$ cat src/design/shs_pkg.sv
// shared types, constants and functions for the streaming sha-256 hasher
package shs_pkg;

    localparam int QUEUE_DEPTH = 2;
    localparam int QUEUE_PTR_W = (QUEUE_DEPTH > 1) ? $clog2(QUEUE_DEPTH) : 1;
    localparam int QUEUE_CNT_W = $clog2(QUEUE_DEPTH + 1);

    localparam logic [63:0] PAD_MARKER = 64'h0000_0000_0000_0080;

    typedef struct packed {
        logic [63:0] data_word;
        logic        holds_word;
        logic        end_of_message;
    } in_item_t;

    typedef struct packed {
        logic [63:0] digest_part;
        logic [1:0]  part_index;
        logic        last_part;
    } out_item_t;

    // one 512-bit block handed from the front to the compression engine
    typedef struct packed {
        logic [7:0][63:0] words;
        logic             final_blk;
    } job_t;

    localparam logic [31:0] INITIAL_HASH [8] = '{
        32'h6a09e667, 32'hbb67ae85, 32'h3c6ef372, 32'ha54ff53a,
        32'h510e527f, 32'h9b05688c, 32'h1f83d9ab, 32'h5be0cd19};

    localparam logic [31:0] ROUND_K [64] = '{
        32'h428a2f98, 32'h71374491, 32'hb5c0fbcf, 32'he9b5dba5,
        32'h3956c25b, 32'h59f111f1, 32'h923f82a4, 32'hab1c5ed5,
        32'hd807aa98, 32'h12835b01, 32'h243185be, 32'h550c7dc3,
        32'h72be5d74, 32'h80deb1fe, 32'h9bdc06a7, 32'hc19bf174,
        32'he49b69c1, 32'hefbe4786, 32'h0fc19dc6, 32'h240ca1cc,
        32'h2de92c6f, 32'h4a7484aa, 32'h5cb0a9dc, 32'h76f988da,
        32'h983e5152, 32'ha831c66d, 32'hb00327c8, 32'hbf597fc7,
        32'hc6e00bf3, 32'hd5a79147, 32'h06ca6351, 32'h14292967,
        32'h27b70a85, 32'h2e1b2138, 32'h4d2c6dfc, 32'h53380d13,
        32'h650a7354, 32'h766a0abb, 32'h81c2c92e, 32'h92722c85,
        32'ha2bfe8a1, 32'ha81a664b, 32'hc24b8b70, 32'hc76c51a3,
        32'hd192e819, 32'hd6990624, 32'hf40e3585, 32'h106aa070,
        32'h19a4c116, 32'h1e376c08, 32'h2748774c, 32'h34b0bcb5,
        32'h391c0cb3, 32'h4ed8aa4a, 32'h5b9cca4f, 32'h682e6ff3,
        32'h748f82ee, 32'h78a5636f, 32'h84c87814, 32'h8cc70208,
        32'h90befffa, 32'ha4506ceb, 32'hbef9a3f7, 32'hc67178f2};

    function automatic logic [31:0] bswap32(input logic [31:0] x);
        return {x[7:0], x[15:8], x[23:16], x[31:24]};
    endfunction

    function automatic logic [63:0] bswap64(input logic [63:0] x);
        return {bswap32(x[31:0]), bswap32(x[63:32])};
    endfunction

    function automatic logic [31:0] rotr(input logic [31:0] x, input int n);
        return (x >> n) | (x << (32 - n));
    endfunction

    function automatic logic [31:0] big_sigma0(input logic [31:0] x);
        return rotr(x, 2) ^ rotr(x, 13) ^ rotr(x, 22);
    endfunction

    function automatic logic [31:0] big_sigma1(input logic [31:0] x);
        return rotr(x, 6) ^ rotr(x, 11) ^ rotr(x, 25);
    endfunction

    function automatic logic [31:0] small_sigma0(input logic [31:0] x);
        return rotr(x, 7) ^ rotr(x, 18) ^ (x >> 3);
    endfunction

    function automatic logic [31:0] small_sigma1(input logic [31:0] x);
        return rotr(x, 17) ^ rotr(x, 19) ^ (x >> 10);
    endfunction

endpackage

$ cat src/design/shs_front.sv
// front end: collects words into blocks, pads on end of message, issues block jobs
module shs_front
    import shs_pkg::*;
(
    input  logic     aclk,
    input  logic     aresetn,
    input  logic     s_valid,
    output logic     s_ready,
    input  in_item_t s_data,
    output logic     push_valid,
    output job_t     push_job,
    input  logic     queue_full
);

    typedef enum logic [1:0] {
        ST_TAKE,
        ST_PAD,
        ST_LEN
    } front_state_t;

    front_state_t state_reg, state_next;
    logic [63:0]  buf_reg [8];
    logic [2:0]   words_reg, words_next;
    logic [63:0]  bits_reg, bits_next;
    logic         accept;
    logic [7:0][63:0] pad_words;

    assign s_ready = (state_reg == ST_TAKE) && !queue_full;
    assign accept  = s_valid && s_ready;

    always_comb begin
        for (int i = 0; i < 8; i++) begin
            if (3'(i) < words_reg) begin
                pad_words[i] = buf_reg[i];
            end else if (3'(i) == words_reg) begin
                pad_words[i] = PAD_MARKER;
            end else begin
                pad_words[i] = '0;
            end
        end
    end

    always_comb begin
        state_next = state_reg;
        words_next = words_reg;
        bits_next  = bits_reg;
        push_valid = 1'b0;
        push_job   = '0;
        case (state_reg)
            ST_TAKE: begin
                if (accept) begin
                    if (s_data.holds_word) begin
                        words_next = words_reg + 3'd1;
                        bits_next  = bits_reg + 64'd64;
                        if (words_reg == 3'd7) begin
                            // block filled by this transaction
                            push_valid = 1'b1;
                            for (int i = 0; i < 7; i++) begin
                                push_job.words[i] = buf_reg[i];
                            end
                            push_job.words[7]  = s_data.data_word;
                            push_job.final_blk = 1'b0;
                        end
                    end
                    if (s_data.end_of_message) begin
                        state_next = ST_PAD;
                    end
                end
            end
            ST_PAD: begin
                if (!queue_full) begin
                    push_valid     = 1'b1;
                    push_job.words = pad_words;
                    if (words_reg == 3'd7) begin
                        // no room for the length, it goes into an extra block
                        push_job.final_blk = 1'b0;
                        state_next         = ST_LEN;
                    end else begin
                        push_job.words[7]  = bswap64(bits_reg);
                        push_job.final_blk = 1'b1;
                        words_next         = '0;
                        bits_next          = '0;
                        state_next         = ST_TAKE;
                    end
                end
            end
            ST_LEN: begin
                if (!queue_full) begin
                    push_valid         = 1'b1;
                    push_job.words[7]  = bswap64(bits_reg);
                    push_job.final_blk = 1'b1;
                    words_next         = '0;
                    bits_next          = '0;
                    state_next         = ST_TAKE;
                end
            end
            default: begin
                state_next = ST_TAKE;
            end
        endcase
    end

    always_ff @(posedge aclk) begin
        if (!aresetn) begin
            state_reg <= ST_TAKE;
            words_reg <= '0;
            bits_reg  <= '0;
        end else begin
            state_reg <= state_next;
            words_reg <= words_next;
            bits_reg  <= bits_next;
        end
        if (accept && s_data.holds_word) begin
            buf_reg[words_reg] <= s_data.data_word;
        end
    end

endmodule

$ cat src/design/shs_queue.sv
// short fifo of block jobs between front end and compression engine
module shs_queue
    import shs_pkg::*;
(
    input  logic aclk,
    input  logic aresetn,
    input  logic push_valid,
    input  job_t push_job,
    output logic full,
    input  logic pop,
    output job_t pop_job,
    output logic empty
);

    job_t                   mem_reg [QUEUE_DEPTH];
    logic [QUEUE_PTR_W-1:0] wr_ptr_reg, rd_ptr_reg;
    logic [QUEUE_CNT_W-1:0] count_reg;
    logic                   do_push, do_pop;

    assign full    = (count_reg == QUEUE_CNT_W'(QUEUE_DEPTH));
    assign empty   = (count_reg == '0);
    assign do_push = push_valid && !full;
    assign do_pop  = pop && !empty;
    assign pop_job = mem_reg[rd_ptr_reg];

    function automatic logic [QUEUE_PTR_W-1:0] ptr_inc(input logic [QUEUE_PTR_W-1:0] p);
        if (p == QUEUE_PTR_W'(QUEUE_DEPTH - 1)) begin
            return '0;
        end
        return p + QUEUE_PTR_W'(1);
    endfunction

    always_ff @(posedge aclk) begin
        if (!aresetn) begin
            wr_ptr_reg <= '0;
            rd_ptr_reg <= '0;
            count_reg  <= '0;
        end else begin
            if (do_push) begin
                wr_ptr_reg <= ptr_inc(wr_ptr_reg);
            end
            if (do_pop) begin
                rd_ptr_reg <= ptr_inc(rd_ptr_reg);
            end
            if (do_push && !do_pop) begin
                count_reg <= count_reg + QUEUE_CNT_W'(1);
            end else if (do_pop && !do_push) begin
                count_reg <= count_reg - QUEUE_CNT_W'(1);
            end
        end
        if (do_push) begin
            mem_reg[wr_ptr_reg] <= push_job;
        end
    end

endmodule

$ cat src/design/shs_back.sv
// compression engine: one round per cycle, chaining hash and digest output
module shs_back
    import shs_pkg::*;
(
    input  logic      aclk,
    input  logic      aresetn,
    input  logic      queue_empty,
    input  job_t      pop_job,
    output logic      pop,
    output logic      m_valid,
    input  logic      m_ready,
    output out_item_t m_data
);

    typedef enum logic [1:0] {
        ST_IDLE,
        ST_ROUND,
        ST_UPDATE,
        ST_EMIT
    } back_state_t;

    back_state_t state_reg;
    logic [31:0] chain_reg  [8];
    logic [31:0] vars_reg   [8];
    logic [31:0] win_reg    [16];
    logic [31:0] digest_reg [8];
    logic [5:0]  round_reg;
    logic [1:0]  part_reg;
    logic        final_reg;
    logic        m_valid_reg;
    out_item_t   m_data_reg;

    logic [31:0] t1, t2, ch, maj, w_new;
    logic [31:0] sum [8];
    logic [1:0]  part_next;

    assign pop     = (state_reg == ST_IDLE) && !queue_empty;
    assign m_valid = m_valid_reg;
    assign m_data  = m_data_reg;

    always_comb begin
        ch    = (vars_reg[4] & vars_reg[5]) ^ (~vars_reg[4] & vars_reg[6]);
        maj   = (vars_reg[0] & vars_reg[1]) ^ (vars_reg[0] & vars_reg[2])
              ^ (vars_reg[1] & vars_reg[2]);
        t1    = vars_reg[7] + big_sigma1(vars_reg[4]) + ch + ROUND_K[round_reg] + win_reg[0];
        t2    = big_sigma0(vars_reg[0]) + maj;
        // schedule word sixteen rounds ahead
        w_new = small_sigma1(win_reg[14]) + win_reg[9] + small_sigma0(win_reg[1]) + win_reg[0];
        for (int i = 0; i < 8; i++) begin
            sum[i] = chain_reg[i] + vars_reg[i];
        end
        part_next = part_reg + 2'd1;
    end

    always_ff @(posedge aclk) begin
        if (!aresetn) begin
            state_reg   <= ST_IDLE;
            m_valid_reg <= 1'b0;
            round_reg   <= '0;
            part_reg    <= '0;
            final_reg   <= 1'b0;
            for (int i = 0; i < 8; i++) begin
                chain_reg[i] <= INITIAL_HASH[i];
            end
        end else begin
            case (state_reg)
                ST_IDLE: begin
                    if (!queue_empty) begin
                        for (int i = 0; i < 8; i++) begin
                            win_reg[2*i]   <= bswap32(pop_job.words[i][31:0]);
                            win_reg[2*i+1] <= bswap32(pop_job.words[i][63:32]);
                            vars_reg[i]    <= chain_reg[i];
                        end
                        final_reg <= pop_job.final_blk;
                        round_reg <= '0;
                        state_reg <= ST_ROUND;
                    end
                end
                ST_ROUND: begin
                    vars_reg[7] <= vars_reg[6];
                    vars_reg[6] <= vars_reg[5];
                    vars_reg[5] <= vars_reg[4];
                    vars_reg[4] <= vars_reg[3] + t1;
                    vars_reg[3] <= vars_reg[2];
                    vars_reg[2] <= vars_reg[1];
                    vars_reg[1] <= vars_reg[0];
                    vars_reg[0] <= t1 + t2;
                    for (int i = 0; i < 15; i++) begin
                        win_reg[i] <= win_reg[i+1];
                    end
                    win_reg[15] <= w_new;
                    round_reg   <= round_reg + 6'd1;
                    if (round_reg == 6'd63) begin
                        state_reg <= ST_UPDATE;
                    end
                end
                ST_UPDATE: begin
                    if (final_reg) begin
                        for (int i = 0; i < 8; i++) begin
                            digest_reg[i] <= sum[i];
                            chain_reg[i]  <= INITIAL_HASH[i];
                        end
                        m_valid_reg            <= 1'b1;
                        m_data_reg.digest_part <= {sum[0], sum[1]};
                        m_data_reg.part_index  <= 2'd0;
                        m_data_reg.last_part   <= 1'b0;
                        part_reg               <= 2'd0;
                        state_reg              <= ST_EMIT;
                    end else begin
                        for (int i = 0; i < 8; i++) begin
                            chain_reg[i] <= sum[i];
                        end
                        state_reg <= ST_IDLE;
                    end
                end
                ST_EMIT: begin
                    if (m_ready) begin
                        if (part_reg == 2'd3) begin
                            m_valid_reg <= 1'b0;
                            state_reg   <= ST_IDLE;
                        end else begin
                            m_data_reg.digest_part <= {digest_reg[{part_next, 1'b0}],
                                                       digest_reg[{part_next, 1'b1}]};
                            m_data_reg.part_index  <= part_next;
                            m_data_reg.last_part   <= (part_next == 2'd3);
                            part_reg               <= part_next;
                        end
                    end
                end
                default: begin
                    state_reg <= ST_IDLE;
                end
            endcase
        end
    end

endmodule

$ cat src/design/sha256_stream_hasher.sv
// Streaming SHA-256 hasher, top level.
// Input channel (s_valid/s_ready/s_data): one 64-bit message word per transaction,
// least significant byte first in message order. holds_word says whether the word
// belongs to the message; end_of_message closes it (holds_word 0 with end 1 ends
// the message without a word, which also hashes an empty message).
// Result channel (m_valid/m_ready/m_data): four transactions per message, the
// 256-bit digest in 64-bit parts, most significant first, last_part on the fourth.
// Throughput: words enter at one per cycle while no padding block is being issued,
// until the block queue (two blocks) is full. The compression engine takes one
// 512-bit block at a time: load, 64 rounds at one round per cycle, chaining add.
// Closing a message builds one padding block, or two when seven words sit in the
// partial block; the first digest part is registered in the chaining add of the last
// block, and the parts follow one per cycle while the receiver is ready.
// When the receiver stalls, the digest waits in the output register and the engine
// holds; the front end keeps taking words until the queue fills.
// Reset (aresetn low, synchronous) empties the queue, clears the bit counter and
// partial-block count and reloads the initial hash values.
module sha256_stream_hasher
    import shs_pkg::*;
(
    input  logic      aclk,
    input  logic      aresetn,
    input  logic      s_valid,
    output logic      s_ready,
    input  in_item_t  s_data,
    output logic      m_valid,
    input  logic      m_ready,
    output out_item_t m_data
);

    logic push_valid, queue_full, queue_empty, pop;
    job_t push_job, pop_job;

    shs_front u_front (
        .aclk       (aclk),
        .aresetn    (aresetn),
        .s_valid    (s_valid),
        .s_ready    (s_ready),
        .s_data     (s_data),
        .push_valid (push_valid),
        .push_job   (push_job),
        .queue_full (queue_full)
    );

    shs_queue u_queue (
        .aclk       (aclk),
        .aresetn    (aresetn),
        .push_valid (push_valid),
        .push_job   (push_job),
        .full       (queue_full),
        .pop        (pop),
        .pop_job    (pop_job),
        .empty      (queue_empty)
    );

    shs_back u_back (
        .aclk        (aclk),
        .aresetn     (aresetn),
        .queue_empty (queue_empty),
        .pop_job     (pop_job),
        .pop         (pop),
        .m_valid     (m_valid),
        .m_ready     (m_ready),
        .m_data      (m_data)
    );

endmodule

$ cat config.mk
export PLATFORM = sky130hd
export DESIGN_NAME = sha256_stream_hasher
export DESIGN_NICKNAME = d
export VERILOG_FILES = /design/src/design/shs_pkg.sv /design/src/design/shs_front.sv /design/src/design/shs_queue.sv /design/src/design/shs_back.sv /design/src/design/sha256_stream_hasher.sv
export SDC_FILE = /design/constraint.sdc
export NUM_CORES = 2
export LEC_CHECK = 0
export ABC_AREA = 1
export CORE_MARGIN = 8
export CORE_UTILIZATION = 30
export DETAILED_ROUTE_END_ITERATION = 16
export DONT_BUFFER_PORTS = 1
export PLACE_DENSITY_LB_ADDON = 0.08
export RECOVER_POWER = 25
export SKIP_LAST_GASP = 1
export SLEW_MARGIN = 15
export SYNTH_ARGS = -nofsm -noshare
export SYNTH_HDL_FRONTEND = slang
export SYNTH_SLANG_ARGS = --single-unit
$ cat constraint.sdc
create_clock -name aclk -period 31.8 [get_ports aclk]
set_input_delay 4.77 -clock aclk [delete_from_list [all_inputs] [get_ports aclk]]
set_output_delay 4.77 -clock aclk [all_outputs]
set_load 0.1 [all_outputs]
==> metrics.txt <==
die area=between 0.5 and 0.6 sq mm; clk root buf=clkbuf_16; commonest non-fill, non-tap cell in the layout=nand2_1; clk buf depth=4; Post-Syn Nets=15006; crit-path max FO=146; Worst Skew=0.0823 ns; Hold Crit Class=reg2reg; drt first-iter violations=8231; Worst setup EP type=register; cell area after layout=0.162 sq mm; critical path class=in2reg; Syn. warnings=0; Post-synth EDFFs=2789; Core Region=0.481 sq mm; asr flop ratio synth=0%; CP arrival=between 15 and 20 ns; required time worst endpoint=32.35 ns; wire per inst=27.0 um; DRC violations left=0; post-detail-place hpwl=410 mm; number of post-CTS setup repair buffers=0; XOR/XNOR Fraction of Synth Area=2.89%; initial core utilization=30.1%; final hold vios=0; Post-CTS Hold Buffers=0; failing checks=max-capacitance violations, max-slew violations; setup_tns=0 ns; Synth Flop Type=edfxtp_1; simple-gate portion of the synthesized area=16.4%; mux share of post-synthesis cell area=0.249%; Die Y=710 um; clock sink count=2901; final hold slack=0.454 ns; Netlist cell types=66; Max Slew Vio Count=1011; run status=finished, violations left; FMAX=53.9 MHz; Final Core Density=33.7%; vias in the first global route=100799; Tcrit/Tclk final=between 50% and 60%; worst hold stages=1; sequential fraction of the synthesis area=59.4%; # rows=about 260; first-pass iteration count of the detailed router=6; Tot GR Track Use=21.9%; average vias per placed instance=4.89; min cycle time layout=18.57 ns; Die W=between 700 and 800 um; post-synthesis compound-gate area fraction=8.84%; GRT overflow=0; area delta synth->final=12.2%; CTS buffer count=350; max reg flops=1026; Post-DP Area=between 0.15 and 0.2 sq mm; Clk Latency, worst-skew pair=between 0.9 and 1 ns; synthesized area=0.145 sq mm; Final ANT Viol Nets=0; most frequent cells in the layout=nand2_1, edfxtp_1, nor2_1; count of buffers from port buffering=0; H-Tree Depth=5; largest family of logic cells by synthesized area=simple AND/OR/NAND/NOR gates; first-pass GRT wire length=just under 800 mm; Finish-stage setup viols=0; Cells after Synth=14336; gpl congestion=0.927; I/O pin count=139; Max Cap Viol=27; FF+latch count, synth=2901; Worst setup SP type=input port; Total Wirelength=568 mm; CTS clk-pin slew, worst paths=0.06 ns; R2R setup slack=16.50 ns; Final Net Count=14952; relative slew slack=-429%; largest net degree at the start of global routing=about 160; RSZ-0062 raised after global routing=false; Synth Area per Inst=10.1 sq um; Vias=between 100k and 150k; CTS tree=built; Post-Synth Adder-Cell Area=between 6 and 7%; r2r worst-path depth=11; share of cells above drive strength 1=4.78%; initial antenna violation count=41; Resized Gates After CTS=0; Worst-Margin Slew=a little under 8 ns
[critical path, stage by stage]
cell and delay (ns):
inv_1 0.31, nor2_4 0.19, clkbuf_1 5.44, clkinvlp_2 4.57, nand2_4 1.31, buf_4 0.77
buf_4 0.73, buf_4 0.79
[cell families after synthesis]
family,count (synthesis)
muxes,36
DFF,2901
buffers and inverters,2163
and+or+nand+nor,5998
AOI/OAI and AO/OA,2141
xor gates and xnor gates,477
adders and majority gates,620
[area by class of cell]
cell class / count / area (sq um)
Antenna cell: 24 / 60.1
Clock buffer: 442 / 9280
Clock inverter: 183 / 1500
Fill cell: 49421 / 319000
Inverter: 1603 / 6040
Multi-Input combinational cell: 9272 / 50300
Sequential cell: 2901 / 86000
Tap cell: 6425 / 8040
Timing Repair Buffer: 154 / 1180
[stage by stage]
stage,cells,worst slack [ns]
after floorplan,14336,3.52
after global placement,20355,22.13
after detailed placement,20355,22.06
after CTS,20980,22.61
after global routing,20993,12.36
final,21004,13.23
[synth_stat cells, types with 6 or more instances]
master	number	area share [%]
fa_1	195	2.7
nand2_1	3223	8.4
nor4_1	15	0.065
nand3b_1	17	0.088
nor3_1	68	0.24
a21o_1	78	0.40
nand3_1	406	1.4
a21boi_0	31	0.16
buf_6	9	0.070
edfxtp_1	2789	58
o31ai_1	170	0.88
and3_1	9	0.039
nand4_1	102	0.44
or2_2	57	0.25
o21ai_2	6	0.036
nor2_1	2054	5.3
xor2_1	295	1.8
o21ai_1	17	0.059
clkbuf_1	401	1.0
o22ai_1	71	0.31
o21ai_0	560	1.9
ha_1	405	3.5
a21oi_1	585	2.0
xnor2_1	182	1.1
o221ai_1	23	0.14
o211ai_1	34	0.18
buf_1	10	0.026
buf_2	134	0.46
o32ai_1	13	0.079
nor2_2	7	0.030
o21a_1	22	0.11
inv_1	1585	4.1
o311ai_0	7	0.042
o21bai_1	52	0.27
a22oi_1	60	0.31
a31oi_1	370	1.6
mux2i_1	36	0.25
inv_2	15	0.039
and2_1	26	0.11
maj3_1	20	0.14
dfxtp_1	112	1.6
[path summary, 6_finish.rpt]
check / start / end
max: aresetn / u_back.vars_reg[0][201]
max reg2reg: u_back.state_reg[0] / u_back.vars_reg[0][201]
min: u_queue.rd_ptr_reg / u_queue.rd_ptr_reg
min reg2reg: u_queue.rd_ptr_reg / u_queue.rd_ptr_reg
[metal layers]
| metal | global-route usage (%) | routed length [um] |
|---|---|---|
| met2 | 36.9 | 269000 |
| met5 | 0 | 0 |
| met4 | 7.11 | 21300 |
| met1 | 29.4 | 253000 |
| met3 | 2.61 | 24900 |
Power is not shown: default switching activity piles up to over one toggle a cycle in this logic, so the estimate is an artifact.
